$ cat src/rtl/byte_range_header_parser_defines.svh
// Assertion macros for the byte range header parser.
`ifndef BYTE_RANGE_HEADER_PARSER_DEFINES_SVH
`define BYTE_RANGE_HEADER_PARSER_DEFINES_SVH

// Same-cycle implication, checked outside reset.
`define BRHP_ASSERT_NOW(lbl, ante, cons, msg) \
	lbl: assert property (@(posedge clk) disable iff (!arst_n) (ante) |-> (cons)) \
		else $error(msg);

// Next-cycle implication, checked outside reset.
`define BRHP_ASSERT_NEXT(lbl, ante, cons, msg) \
	lbl: assert property (@(posedge clk) disable iff (!arst_n) (ante) |=> (cons)) \
		else $error(msg);

`endif

$ cat src/rtl/brhp_pkg.sv
// Shared types, constants and helpers for the byte range header parser.
package brhp_pkg;

	localparam int unsigned ByteW   = 8;
	localparam int unsigned BoundW  = 64;
	localparam int unsigned PrefixN = 5;
	localparam int unsigned IdxW    = 3;
	localparam int unsigned OutW    = 136;

	localparam logic [ByteW-1:0] ChEq    = 8'h3D;
	localparam logic [ByteW-1:0] ChDash  = 8'h2D;
	localparam logic [ByteW-1:0] ChTab   = 8'h09;
	localparam logic [ByteW-1:0] ChSpace = 8'h20;
	localparam logic [ByteW-1:0] ChZero  = 8'h30;
	localparam logic [ByteW-1:0] ChNine  = 8'h39;

	typedef enum logic [2:0] {
		PH_PREFIX,
		PH_PRE_EQ,
		PH_POST_EQ,
		PH_START_RUN,
		PH_PRE_DASH,
		PH_POST_DASH,
		PH_END_RUN
	} phase_t;

	typedef struct packed {
		logic              ok_pre;
		logic              start_present;
		logic              end_present;
		logic [BoundW-1:0] start_acc;
		logic [BoundW-1:0] end_acc;
	} final_t;

	typedef struct packed {
		logic [BoundW-1:0] acc;
		logic              ovf;
	} acc_t;

	function automatic logic [ByteW-1:0] prefix_char(input logic [IdxW-1:0] idx);
		logic [ByteW-1:0] c;
		case (idx)
			3'd0: c = 8'h62;
			3'd1: c = 8'h79;
			3'd2: c = 8'h74;
			3'd3: c = 8'h65;
			3'd4: c = 8'h73;
			default: c = 8'h00;
		endcase
		return c;
	endfunction

	// Multiply by ten and add the digit; flag a carry out of 64 bits.
	function automatic acc_t accumulate(input logic [BoundW-1:0] acc, input logic ovf,
			input logic [ByteW-1:0] b);
		logic [BoundW+3:0] sum;
		logic [3:0]        d;
		acc_t              r;
		d   = 4'(b - ChZero);
		sum = {1'b0, acc, 3'b000} + {3'b000, acc, 1'b0} + {{BoundW{1'b0}}, d};
		r.acc = acc;
		r.ovf = ovf;
		if (!ovf) begin
			if (|sum[BoundW+3:BoundW]) begin
				r.ovf = 1'b1;
			end else begin
				r.acc = sum[BoundW-1:0];
			end
		end
		return r;
	endfunction

endpackage

$ cat src/rtl/byte_range_header_parser.sv
// Top level of the byte range header parser.
// A final beat's result moves from the s1 register through s2 to the output register.
// Throughput: one byte per cycle unless a final beat is held; parse state updates per byte.
// Ready depends on m_tready, the pipeline valid bits and the held final-beat flag.
// Reset clears all valid bits and the parse state to prefix matching with zero bounds.
module byte_range_header_parser (
	input  logic         clk,
	input  logic         arst_n,
	input  logic         s_tvalid,
	output logic         s_tready,
	input  logic [7:0]   s_tdata,   // [7:0] data_byte
	input  logic         s_tlast,   // end-of-value mark
	input  logic         s_tuser,   // allow_spaces
	output logic         m_tvalid,
	input  logic         m_tready,
	output logic [135:0] m_tdata    // parse_ok, start_present, start_value[63:0],
	                                // end_present, end_value[63:0], zero pad
);

`include "byte_range_header_parser_defines.svh"

	logic                          valid_s1;
	logic [brhp_pkg::ByteW-1:0]    byte_s1;
	logic                          last_s1;
	logic                          ws_ok_s1;

	logic                          valid_s2;
	brhp_pkg::final_t              fin_s2;

	logic                          out_valid_q;
	logic [brhp_pkg::OutW-1:0]     out_data_q;

	brhp_pkg::phase_t              phase_q, phase_d;
	logic [brhp_pkg::IdxW-1:0]     prefix_idx_q, prefix_idx_d;
	logic                          failed_q, failed_d;
	logic [brhp_pkg::BoundW-1:0]   start_acc_q, start_acc_d;
	logic                          start_seen_q, start_seen_d;
	logic                          start_ovf_q, start_ovf_d;
	logic [brhp_pkg::BoundW-1:0]   end_acc_q, end_acc_d;
	logic                          end_seen_q, end_seen_d;
	logic                          end_ovf_q, end_ovf_d;

	logic                          out_load;
	logic                          s2_free;
	logic                          adv_s1;
	logic                          digit;
	logic                          ws;
	brhp_pkg::acc_t                start_step, end_step;
	brhp_pkg::final_t              fin_d;
	logic                          ok_out;

	assign out_load = valid_s2 && (!out_valid_q || m_tready);
	assign s2_free  = !valid_s2 || out_load;
	assign adv_s1   = valid_s1 && (!last_s1 || s2_free);
	assign s_tready = !valid_s1 || adv_s1;

	always_ff @(posedge clk or negedge arst_n) begin
		if (!arst_n) begin
			valid_s1 <= 1'b0;
		end else if (s_tready) begin
			valid_s1 <= s_tvalid;
		end
	end

	always_ff @(posedge clk) begin
		if (s_tvalid && s_tready) begin
			byte_s1  <= s_tdata;
			last_s1  <= s_tlast;
			ws_ok_s1 <= s_tuser;
		end
	end

	assign digit = (byte_s1 >= brhp_pkg::ChZero) && (byte_s1 <= brhp_pkg::ChNine);
	assign ws    = ws_ok_s1 && (byte_s1 == brhp_pkg::ChTab || byte_s1 == brhp_pkg::ChSpace);

	assign start_step = brhp_pkg::accumulate(start_acc_q, start_ovf_q, byte_s1);
	assign end_step   = brhp_pkg::accumulate(end_acc_q, end_ovf_q, byte_s1);

	always_comb begin
		phase_d      = phase_q;
		prefix_idx_d = prefix_idx_q;
		failed_d     = failed_q;
		start_acc_d  = start_acc_q;
		start_seen_d = start_seen_q;
		start_ovf_d  = start_ovf_q;
		end_acc_d    = end_acc_q;
		end_seen_d   = end_seen_q;
		end_ovf_d    = end_ovf_q;
		if (!failed_q) begin
			case (phase_q)
				brhp_pkg::PH_PREFIX: begin
					if (byte_s1 == brhp_pkg::prefix_char(prefix_idx_q)) begin
						prefix_idx_d = prefix_idx_q + 3'd1;
						if (prefix_idx_q == 3'(brhp_pkg::PrefixN - 1)) begin
							phase_d = brhp_pkg::PH_PRE_EQ;
						end
					end else begin
						failed_d = 1'b1;
					end
				end
				brhp_pkg::PH_PRE_EQ: begin
					if (byte_s1 == brhp_pkg::ChEq) begin
						phase_d = brhp_pkg::PH_POST_EQ;
					end else if (!ws) begin
						failed_d = 1'b1;
					end
				end
				brhp_pkg::PH_POST_EQ: begin
					if (digit) begin
						phase_d      = brhp_pkg::PH_START_RUN;
						start_seen_d = 1'b1;
						start_acc_d  = start_step.acc;
						start_ovf_d  = start_step.ovf;
					end else if (byte_s1 == brhp_pkg::ChDash) begin
						phase_d = brhp_pkg::PH_POST_DASH;
					end else if (!ws) begin
						failed_d = 1'b1;
					end
				end
				brhp_pkg::PH_START_RUN: begin
					if (digit) begin
						start_acc_d = start_step.acc;
						start_ovf_d = start_step.ovf;
					end else if (byte_s1 == brhp_pkg::ChDash) begin
						phase_d = brhp_pkg::PH_POST_DASH;
					end else if (ws) begin
						phase_d = brhp_pkg::PH_PRE_DASH;
					end else begin
						failed_d = 1'b1;
					end
				end
				brhp_pkg::PH_PRE_DASH: begin
					if (byte_s1 == brhp_pkg::ChDash) begin
						phase_d = brhp_pkg::PH_POST_DASH;
					end else if (!ws) begin
						failed_d = 1'b1;
					end
				end
				brhp_pkg::PH_POST_DASH: begin
					if (digit) begin
						phase_d    = brhp_pkg::PH_END_RUN;
						end_seen_d = 1'b1;
						end_acc_d  = end_step.acc;
						end_ovf_d  = end_step.ovf;
					end else if (!ws) begin
						failed_d = 1'b1;
					end
				end
				brhp_pkg::PH_END_RUN: begin
					if (digit) begin
						end_acc_d = end_step.acc;
						end_ovf_d = end_step.ovf;
					end else begin
						failed_d = 1'b1;
					end
				end
				default: begin
					failed_d = 1'b1;
				end
			endcase
		end
	end

	always_comb begin
		fin_d.start_present = start_seen_d && !start_ovf_d;
		fin_d.end_present   = end_seen_d && !end_ovf_d;
		fin_d.start_acc     = start_acc_d;
		fin_d.end_acc       = end_acc_d;
		fin_d.ok_pre        = !failed_d
			&& (phase_d == brhp_pkg::PH_POST_DASH || phase_d == brhp_pkg::PH_END_RUN)
			&& (fin_d.start_present || fin_d.end_present);
	end

	always_ff @(posedge clk or negedge arst_n) begin
		if (!arst_n) begin
			phase_q      <= brhp_pkg::PH_PREFIX;
			prefix_idx_q <= '0;
			failed_q     <= 1'b0;
			start_acc_q  <= '0;
			start_seen_q <= 1'b0;
			start_ovf_q  <= 1'b0;
			end_acc_q    <= '0;
			end_seen_q   <= 1'b0;
			end_ovf_q    <= 1'b0;
		end else if (adv_s1) begin
			if (last_s1) begin
				phase_q      <= brhp_pkg::PH_PREFIX;
				prefix_idx_q <= '0;
				failed_q     <= 1'b0;
				start_acc_q  <= '0;
				start_seen_q <= 1'b0;
				start_ovf_q  <= 1'b0;
				end_acc_q    <= '0;
				end_seen_q   <= 1'b0;
				end_ovf_q    <= 1'b0;
			end else begin
				phase_q      <= phase_d;
				prefix_idx_q <= prefix_idx_d;
				failed_q     <= failed_d;
				start_acc_q  <= start_acc_d;
				start_seen_q <= start_seen_d;
				start_ovf_q  <= start_ovf_d;
				end_acc_q    <= end_acc_d;
				end_seen_q   <= end_seen_d;
				end_ovf_q    <= end_ovf_d;
			end
		end
	end

	always_ff @(posedge clk or negedge arst_n) begin
		if (!arst_n) begin
			valid_s2 <= 1'b0;
		end else if (s2_free) begin
			valid_s2 <= adv_s1 && last_s1;
		end
	end

	always_ff @(posedge clk) begin
		if (adv_s1 && last_s1) begin
			fin_s2 <= fin_d;
		end
	end

	// Drop the range when start exceeds end.
	assign ok_out = fin_s2.ok_pre && !(fin_s2.start_present && fin_s2.end_present
		&& (fin_s2.start_acc > fin_s2.end_acc));

	always_ff @(posedge clk or negedge arst_n) begin
		if (!arst_n) begin
			out_valid_q <= 1'b0;
		end else if (!out_valid_q || m_tready) begin
			out_valid_q <= valid_s2;
		end
	end

	always_ff @(posedge clk) begin
		if (out_load) begin
			out_data_q <= {5'b00000,
				(ok_out && fin_s2.end_present) ? fin_s2.end_acc : {brhp_pkg::BoundW{1'b0}},
				ok_out && fin_s2.end_present,
				(ok_out && fin_s2.start_present) ? fin_s2.start_acc : {brhp_pkg::BoundW{1'b0}},
				ok_out && fin_s2.start_present,
				ok_out};
		end
	end

	assign m_tvalid = out_valid_q;
	assign m_tdata  = out_data_q;

	`BRHP_ASSERT_NOW(a_fail_clears, m_tvalid && !m_tdata[0], m_tdata[135:1] == '0, "failed result carries data")
	`BRHP_ASSERT_NOW(a_ok_has_bound, m_tvalid && m_tdata[0], m_tdata[1] || m_tdata[66], "success with no bound")
	`BRHP_ASSERT_NOW(a_ok_ordered, m_tvalid && m_tdata[0] && m_tdata[1] && m_tdata[66], m_tdata[65:2] <= m_tdata[130:67], "start above end")
	`BRHP_ASSERT_NEXT(a_last_held, valid_s1 && last_s1 && !s2_free, valid_s1 && last_s1, "final beat lost while stalled")

endmodule

$ cat config.mk
export PLATFORM = sky130hd
export DESIGN_NAME = byte_range_header_parser
export DESIGN_NICKNAME = d
export VERILOG_FILES = /design/src/rtl/brhp_pkg.sv /design/src/rtl/byte_range_header_parser.sv
export VERILOG_INCLUDE_DIRS = /design/src /design/src/rtl
export SDC_FILE = /design/constraint.sdc
export NUM_CORES = 1
export LEC_CHECK = 0
export BUFFER_PORTS_ARGS = -buffer_cell sky130_fd_sc_hd__buf_2
export CORE_MARGIN = 2
export CORE_UTILIZATION = 35
export DETAILED_ROUTE_END_ITERATION = 10
export PLACE_DENSITY_LB_ADDON = 0.05
export SLEW_MARGIN = 40
export SYNTH_ARGS = -nofsm -noshare
export SYNTH_HDL_FRONTEND = slang
export SYNTH_SLANG_ARGS = --single-unit
$ cat constraint.sdc
create_clock -name clk -period 21.3 [get_ports clk]
set_clock_uncertainty 0.1 [all_clocks]
set_input_delay 1.065 -clock clk [delete_from_list [all_inputs] [get_ports clk]]
set_output_delay 1.065 -clock clk [all_outputs]
set_load 0.01 [all_outputs]
==> results.sh, run 1 <==
export IMPL_area_growth_pct=12.0
export IMPL_power_density_mw_per_mm2=62.1
export IMPL_netlist_area_mm2=0.0274
export IMPL_rr_worst_depth=17
export IMPL_cts_tree="built"
export IMPL_vias_per_cell=5.49
export IMPL_synth_edff_count=272
export IMPL_grt_pass1_vias=20475
export IMPL_post_route_drc_count=0
export IMPL_cts_root_buf="clkbuf_16"
export IMPL_start_util=0.353
export IMPL_grt_pass1_wl_um=128000
export IMPL_cts_hold_buf=0
export IMPL_ant_nets=0
export IMPL_ys_seq_area_frac=0.428
export IMPL_cts_clk_slew_worst_paths_ns=0.06
export IMPL_core_area_mm2=0.0775
export IMPL_fin_total_pwr_uw=1900
export IMPL_overflow=0
export IMPL_final_hold_viol_count=0
export IMPL_cts_resized=0
export IMPL_crit_start="byte_s1[3]"
export IMPL_cts_htree_levels=2
export IMPL_slew_limit_headroom=0.442
export IMPL_worst_pin_slew_ns=0.837
export IMPL_max_freq_ghz=0.154
export IMPL_timing_setup_tns_ns=0
export IMPL_drive_gt1_frac=0.147
export IMPL_cp_max_fo=63
export IMPL_ios=152
export IMPL_antenna_found_initial=4
export IMPL_setup_violations_final=0
export IMPL_fillers=7627
export IMPL_multiInputGateArea_mm2=0.0146
export IMPL_finalWirelength_um=82700
export IMPL_syn_instance_count=2526
export IMPL_numClockSinks=414
export IMPL_cap_violations=0
export IMPL_grtUsageTotal=0.203
export IMPL_r2r_slack_ns=14.82
export IMPL_portBuffers=146
export IMPL_grt_max_degree=100
export IMPL_ys_async_sr_fraction=0.343
export IMPL_peakVddDrop_mv=0.0467
export IMPL_num_antenna_cells=0
export IMPL_timing_final_crit_share=0.304
export IMPL_die_area_mm2=0.0804
export IMPL_holdWs_ns=0.265
export IMPL_arrival_ns=6.87
export IMPL_post_cts_buffers=0
export IMPL_seq_area_mm2=0.0117
export IMPL_crit_end="start_acc_q[60]"
export IMPL_std_cell_rows=102
export IMPL_r2r_end="start_acc_q[60]"
export IMPL_gp_congestion=0.870
export IMPL_synth_cell_types=82
export IMPL_slew_viol_final=0
export IMPL_die_w_um=284
export IMPL_dr_pass1_iters=5
export IMPL_setup_worst_path_end_class="flip-flop"
export IMPL_crit_type="flip-flop to flip-flop"
export IMPL_fp_dieH_um=284
export IMPL_final_common_cell="ha_1"
export IMPL_synth_seq_cells=414
export IMPL_rsz0062_at_grt="false"
export IMPL_dp_hpwl_um=61100
export IMPL_min_path_type="input port to asynchronous set/reset pin"
export IMPL_cp_start_kind="flip-flop"
export IMPL_cts_path_max_buffers=3
export IMPL_outcome="complete, no violations"
export IMPL_fin_nets=2952
export IMPL_clkLatencyLatePin_ns=0.61
export IMPL_period_minus_slack_ns=6.48
export IMPL_rr_startpoint="byte_s1[3]"
export IMPL_ys_warn_count=0
export IMPL_syn_avg_cell_area_um2=10.8
export IMPL_p_leak_uw=0.0141
export IMPL_crit_required_ns=21.69
export IMPL_layout_common_cells="323 x ha_1, 272 x edfxtp_1, 184 x a21oi_1, 147 x nand2_1, 145 x buf_2"
export IMPL_cts_buffers=50
export IMPL_synth_ff_type="edfxtp_1"
export IMPL_wire_per_inst_um=22.4
export IMPL_drtIter0Drc=1408
export IMPL_num_vias=20270
-- worst min path at each step --
stage          slack [ns]  cells after the start            end
4_1_cts              0.25                      1  end_acc_q[42]
6_report             0.27                      1  end_acc_q[44]
2_1_floorplan        0.36                      2     end_seen_q
3_3_place_gp         0.38                      2     end_seen_q
5_1_grt              0.27                      1  end_acc_q[42]
3_5_place_dp         0.39                      1   start_seen_q
-- flip-flops by register name (all words and copies together) (netlist names) --
signal	count
last_s1	1
ws_ok_s1	1
fin_s2	131
m_tdata	131
valid_s2	1
end_seen_q	1
valid_s1	1
failed_q	1
end_acc_q	64
end_ovf_q	1
phase_q	3
byte_s1	8
prefix_idx_q	3
start_seen_q	1
start_acc_q	64
m_tvalid	1
start_ovf_q	1
-- power by group --
| part | total (uW) | leakage [uW] | switching (uW) | internal (uW) |
|---|---|---|---|---|
| Combinational | 103 | 0.00874 | 71.9 | 31.1 |
| Sequential | 913 | 0.00458 | 22.5 | 891 |
| Clock | 886 | 0.000821 | 362 | 524 |
| Total | 1900 | 0.0141 | 456 | 1450 |
-- layout make-up --
cell class,instances,share of cell area
inverters,110,0.0138
repair buffers,164,0.0293
flip-flops and latches,414,0.383
clock inverters,28,0.00898
well taps,1040,0.0425
multi-input cells,1871,0.477
clock buffers,66,0.0459
-- synthesized netlist by cell type, drive strengths merged (72+ instances only) --
cell,n,area (um^2)
a21o,72,541
o21ai,113,573
dfrtp,142,3550
mux2,117,1320
xnor2,77,674
a21oi,184,921
clkbuf,87,328
nor2,108,413
a22o,118,1030
nand2,147,552
inv,110,415
ha,323,4040
edfxtp,272,8170
-- through the flow --
| step | util | cells | area [um^2] | setup WS [ns] |
|---|---|---|---|---|
| 6_report | 0.396 | 3693 | 30600 | 14.82 |
| 5_1_grt | 0.396 | 3693 | 30600 | 14.48 |
| 2_1_floorplan | - | 2530 | 27400 | 13.62 |
| 4_1_cts | 0.395 | 3693 | 30600 | 14.84 |
| 3_5_place_dp | 0.374 | 3599 | 28900 | 14.85 |
| 3_3_place_gp | 0.373 | 3597 | 28900 | 14.99 |
-- critical path, cell delays in order (launching register included) --
cell and delay (ns):
edfxtp_1 0.37, inv_1 0.14, fa_1 0.61, inv_1 0.06, ha_1 0.30, a211oi_1 0.36
o21ai_0 0.20, a41oi_1 0.34, o21ai_0 0.34, a31oi_2 0.45, o31ai_1 0.20, a21o_1 0.20
or4_4 0.57, nor2_4 0.55, buf_4 0.70, o21ai_4 0.05, buf_4 0.39, a22o_1 0.34
-- logic make-up after synthesis --
group	count (synthesis)	synth area share
AOI/OAI and AO/OA	671	0.167
xor gates and xnor gates	129	0.0413
DFF	414	0.428
adders and majority gates	327	0.151
and+or+nand+nor	619	0.124
muxes	120	0.0492
other	1	0.000137
buffers and inverters	245	0.0399
-- routing by layer --
layer | wire (um) | share of wire | global-route usage | vias to the layer above
li1 | - | - | - | 9766
met1 | 40000 | 0.48 | 0.288 | 9972
met2 | 37400 | 0.45 | 0.327 | 434
met3 | 3170 | 0.038 | 0.0264 | 96
met4 | 2060 | 0.025 | 0.0530 | 2
met5 | 15 | 0.00018 | 0 | -
Power figures use the tool's default switching activity.
==> run 2: changes to the inputs <==
--- a/config.mk
+++ b/config.mk
@@ -6,6 +6,7 @@
 export SDC_FILE = /design/constraint.sdc
 export NUM_CORES = 1
 export LEC_CHECK = 0
+export ABC_AREA = 1
 export BUFFER_PORTS_ARGS = -buffer_cell sky130_fd_sc_hd__buf_2
 export CORE_MARGIN = 2
 export CORE_UTILIZATION = 35
==> constraint.sdc (replaced) <==
create_clock -name clk -period 5.51 [get_ports clk]
set_clock_uncertainty 0.1 [all_clocks]
set_input_delay 0.2755 -clock clk [delete_from_list [all_inputs] [get_ports clk]]
set_output_delay 0.2755 -clock clk [all_outputs]
set_load 0.01 [all_outputs]
==> results.sh, run 2 <==
export IMPL_synth_common_cells="1,344 x nand2_1, 655 x inv_1, 420 x nor2_1"
export IMPL_ios=152
export IMPL_ys_seq_area_frac=0.375
export IMPL_power_density_mw_per_mm2=222
export IMPL_finalWirelength_um=107000
export IMPL_netlist_area_mm2=0.0312
export IMPL_max_freq_ghz=0.224
export IMPL_crit_required_ns=5.78
export IMPL_reg_largest_list="fin_s2: 131 flops, m_tdata: 131 flops"
export IMPL_core_area_mm2=0.0884
export IMPL_final_common_cell="nand2_1"
export IMPL_cp_max_fo=19
export IMPL_synth_cell_types=54
export IMPL_arrival_ns=4.73
export IMPL_cts_root_buf="clkbuf_16"
export IMPL_numClockSinks=414
export IMPL_std_cell_rows=109
export IMPL_cts_clk_slew_worst_paths_ns=0.06
export IMPL_timing_final_crit_share=0.810
export IMPL_die_w_um=303
export IMPL_worst_pin_slew_ns=0.874
export IMPL_p_leak_uw=0.0192
export IMPL_drtIter0Drc=1774
export IMPL_grt_pass1_vias=25970
export IMPL_setup_violations_final=0
export IMPL_yosysMostFrequentCell="nand2_1"
export IMPL_final_hold_viol_count=0
export IMPL_grt_max_degree=89
export IMPL_cts_tree="built"
export IMPL_clkLatencyLatePin_ns=0.61
export IMPL_drive_gt1_frac=0.0858
export IMPL_post_route_drc_count=0
export IMPL_post_cts_buffers=0
export IMPL_wire_per_inst_um=19.2
export IMPL_ys_top_cells_by_area="edfxtp_1 26%, nand2_1 16%, ha_1 13%"
export IMPL_yosysTopAreaCell="edfxtp_1"
export IMPL_num_antenna_cells=0
export IMPL_ant_nets=0
export IMPL_num_vias=26672
export IMPL_rsz0062_at_grt="false"
export IMPL_fin_util=0.398
export IMPL_cts_buffers=50
export IMPL_area_growth_pct=12.5
export IMPL_dr_pass1_iters=7
export IMPL_overflow=0
export IMPL_layout_common_cells="1,343 x nand2_1, 654 x inv_1, 417 x nor2_1, 323 x ha_1, 272 x edfxtp_1"
export IMPL_syn_avg_cell_area_um2=7.48
export IMPL_ys_async_sr_fraction=0.343
export IMPL_die_area_mm2=0.0916
export IMPL_cp_start_kind="flip-flop"
export IMPL_period_minus_slack_ns=4.46
export IMPL_grtUsageTotal=0.232
export IMPL_cts_htree_levels=2
export IMPL_cts_path_max_buffers=3
export IMPL_crit_type="flip-flop to flip-flop"
export IMPL_start_util=0.353
export IMPL_setup_worst_path_end_class="flip-flop"
export IMPL_cap_violations=0
export IMPL_timing_setup_tns_ns=0
export IMPL_synth_edff_count=272
export IMPL_min_path_type="input port to asynchronous set/reset pin"
export IMPL_grt_pass1_wl_um=163000
export IMPL_antenna_found_initial=4
export IMPL_portBuffers=146
export IMPL_syn_instance_count=4178
export IMPL_fin_nets=4670
export IMPL_synthDominantCellAreaShare=0.262
export IMPL_gp_congestion=0.936
export IMPL_ys_warn_count=0
export IMPL_dp_hpwl_um=84200
export IMPL_synth_ff_type="edfxtp_1"
export IMPL_vias_per_cell=4.82
export IMPL_fin_area_mm2=0.0351
export IMPL_synth_seq_cells=414
export IMPL_cts_resized=0
export IMPL_fp_dieH_um=303
export IMPL_placed_area_mm2=0.0332
export IMPL_slew_viol_final=0
export IMPL_peakVddDrop_mv=0.201
export IMPL_outcome="complete, no violations"
export IMPL_slew_limit_headroom=0.412
-- run 2: cell types whose count changed in the layout (fill, tap and decap cells not counted), moves of 27 or more --
| cell | change |
|---|---|
| a22o_1 | -118 |
| nand4_2 | +29 |
| and4_1 | -66 |
| o21ai_0 | -29 |
| nand3_1 | +138 |
| inv_1 | +546 |
| o21ai_1 | +36 |
| nand2_1 | +1196 |
| and3_1 | -68 |
| o21bai_1 | +30 |
| nor2_1 | +310 |
| mux2_2 | -117 |
| a21o_1 | -63 |
| nand2_2 | +27 |
-- run 2: routing by layer --
| metal | up-vias | wire length, um | GRT usage |
|---|---|---|---|
| met5 | - | 28 | 0 |
| met4 | 4 | 1940 | 0.0475 |
| met3 | 97 | 4980 | 0.0291 |
| met2 | 549 | 46200 | 0.363 |
| met1 | 12307 | 53400 | 0.342 |
| li1 | 13715 | - | - |
-- run 2: worst paths after layout --
check                            from               to  slack (ns)  depth (start not counted)
min in group clk              s_tlast          last_s1        0.31                          2
setup reg to reg           byte_s1[3]       fin_s2[87]        1.05                         19
hold / removal                 arst_n  start_acc_q[23]        0.18                          2
hold reg to reg            end_seen_q       end_seen_q        0.44                          2
setup / recovery           byte_s1[3]       fin_s2[87]        1.05                         19
max in group asynchronous      arst_n    end_acc_q[58]        3.93                          3
-- run 2: per-stage QoR --
| stage | cells | hold slack, ns | power (uW) | worst slack (ns) |
|---|---|---|---|---|
| floorplan | 4182 | -0.120 | 4030 | 1.04 |
| global placement | 5428 | 0.298 | 4360 | 1.02 |
| detailed placement | 5428 | 0.295 | 4350 | 0.945 |
| CTS | 5536 | 0.192 | 7910 | 0.972 |
| global route | 5536 | 0.226 | 8090 | 0.745 |
| finish | 5536 | 0.176 | 7800 | 1.05 |
-- run 2: kinds of logic (layout without fill, tap and decap cells) --
kind of cell / Yosys count / count (layout) / share of synthesized area
compound gates: 429 / 429 / 0.0783
xor+xnor: 88 / 88 / 0.0247
fa+ha+maj: 327 / 327 / 0.132
buf+inv: 757 / 946 / 0.0984
flops: 414 / 414 / 0.375
other cells: 1 / 5 / 0.000120
simple gates: 2162 / 2162 / 0.291
-- run 2: what timing repair did --
item / CTS / global route
hold endpoints to repair: 81 / 0
setup endpoints to repair: 0 / 0
hold buffers: 14 / 0
-- run 2: critical path, cell delays in order (launching register included) --
cell      delay, ns
edfxtp_1       0.42
inv_1          0.24
fa_1           0.48
fa_1           0.47
nand3b_1       0.17
nand2_1        0.13
nand2_1        0.07
nand2_1        0.13
nand2_1        0.08
nand2_1        0.17
nand2_1        0.07
nand2_1        0.19
nand2_1        0.14
nand3_1        0.11
nand2_1        0.09
nor2_4         0.56
buf_4          0.32
nand3_1        0.13
nand2_1        0.13
inv_1          0.04
-- run 2: area by class of cell --
| cell class | count | area (um^2) |
|---|---|---|
| Clock buffer | 64 | 1410 |
| Clock inverter | 30 | 338 |
| Fill cell | 9421 | 53200 |
| Inverter | 663 | 2490 |
| Multi-Input combinational cell | 3011 | 16500 |
| Sequential cell | 414 | 11700 |
| Tap cell | 1165 | 1460 |
| Timing Repair Buffer | 189 | 1200 |
-- run 2: report_power, final --
group | switching [uW] | leakage, uW | internal (uW)
combinational | 495 | 0.0137 | 210
clock | 1420 | 0.000843 | 2090
sequential | 105 | 0.00461 | 3480
total | 2020 | 0.0192 | 5780
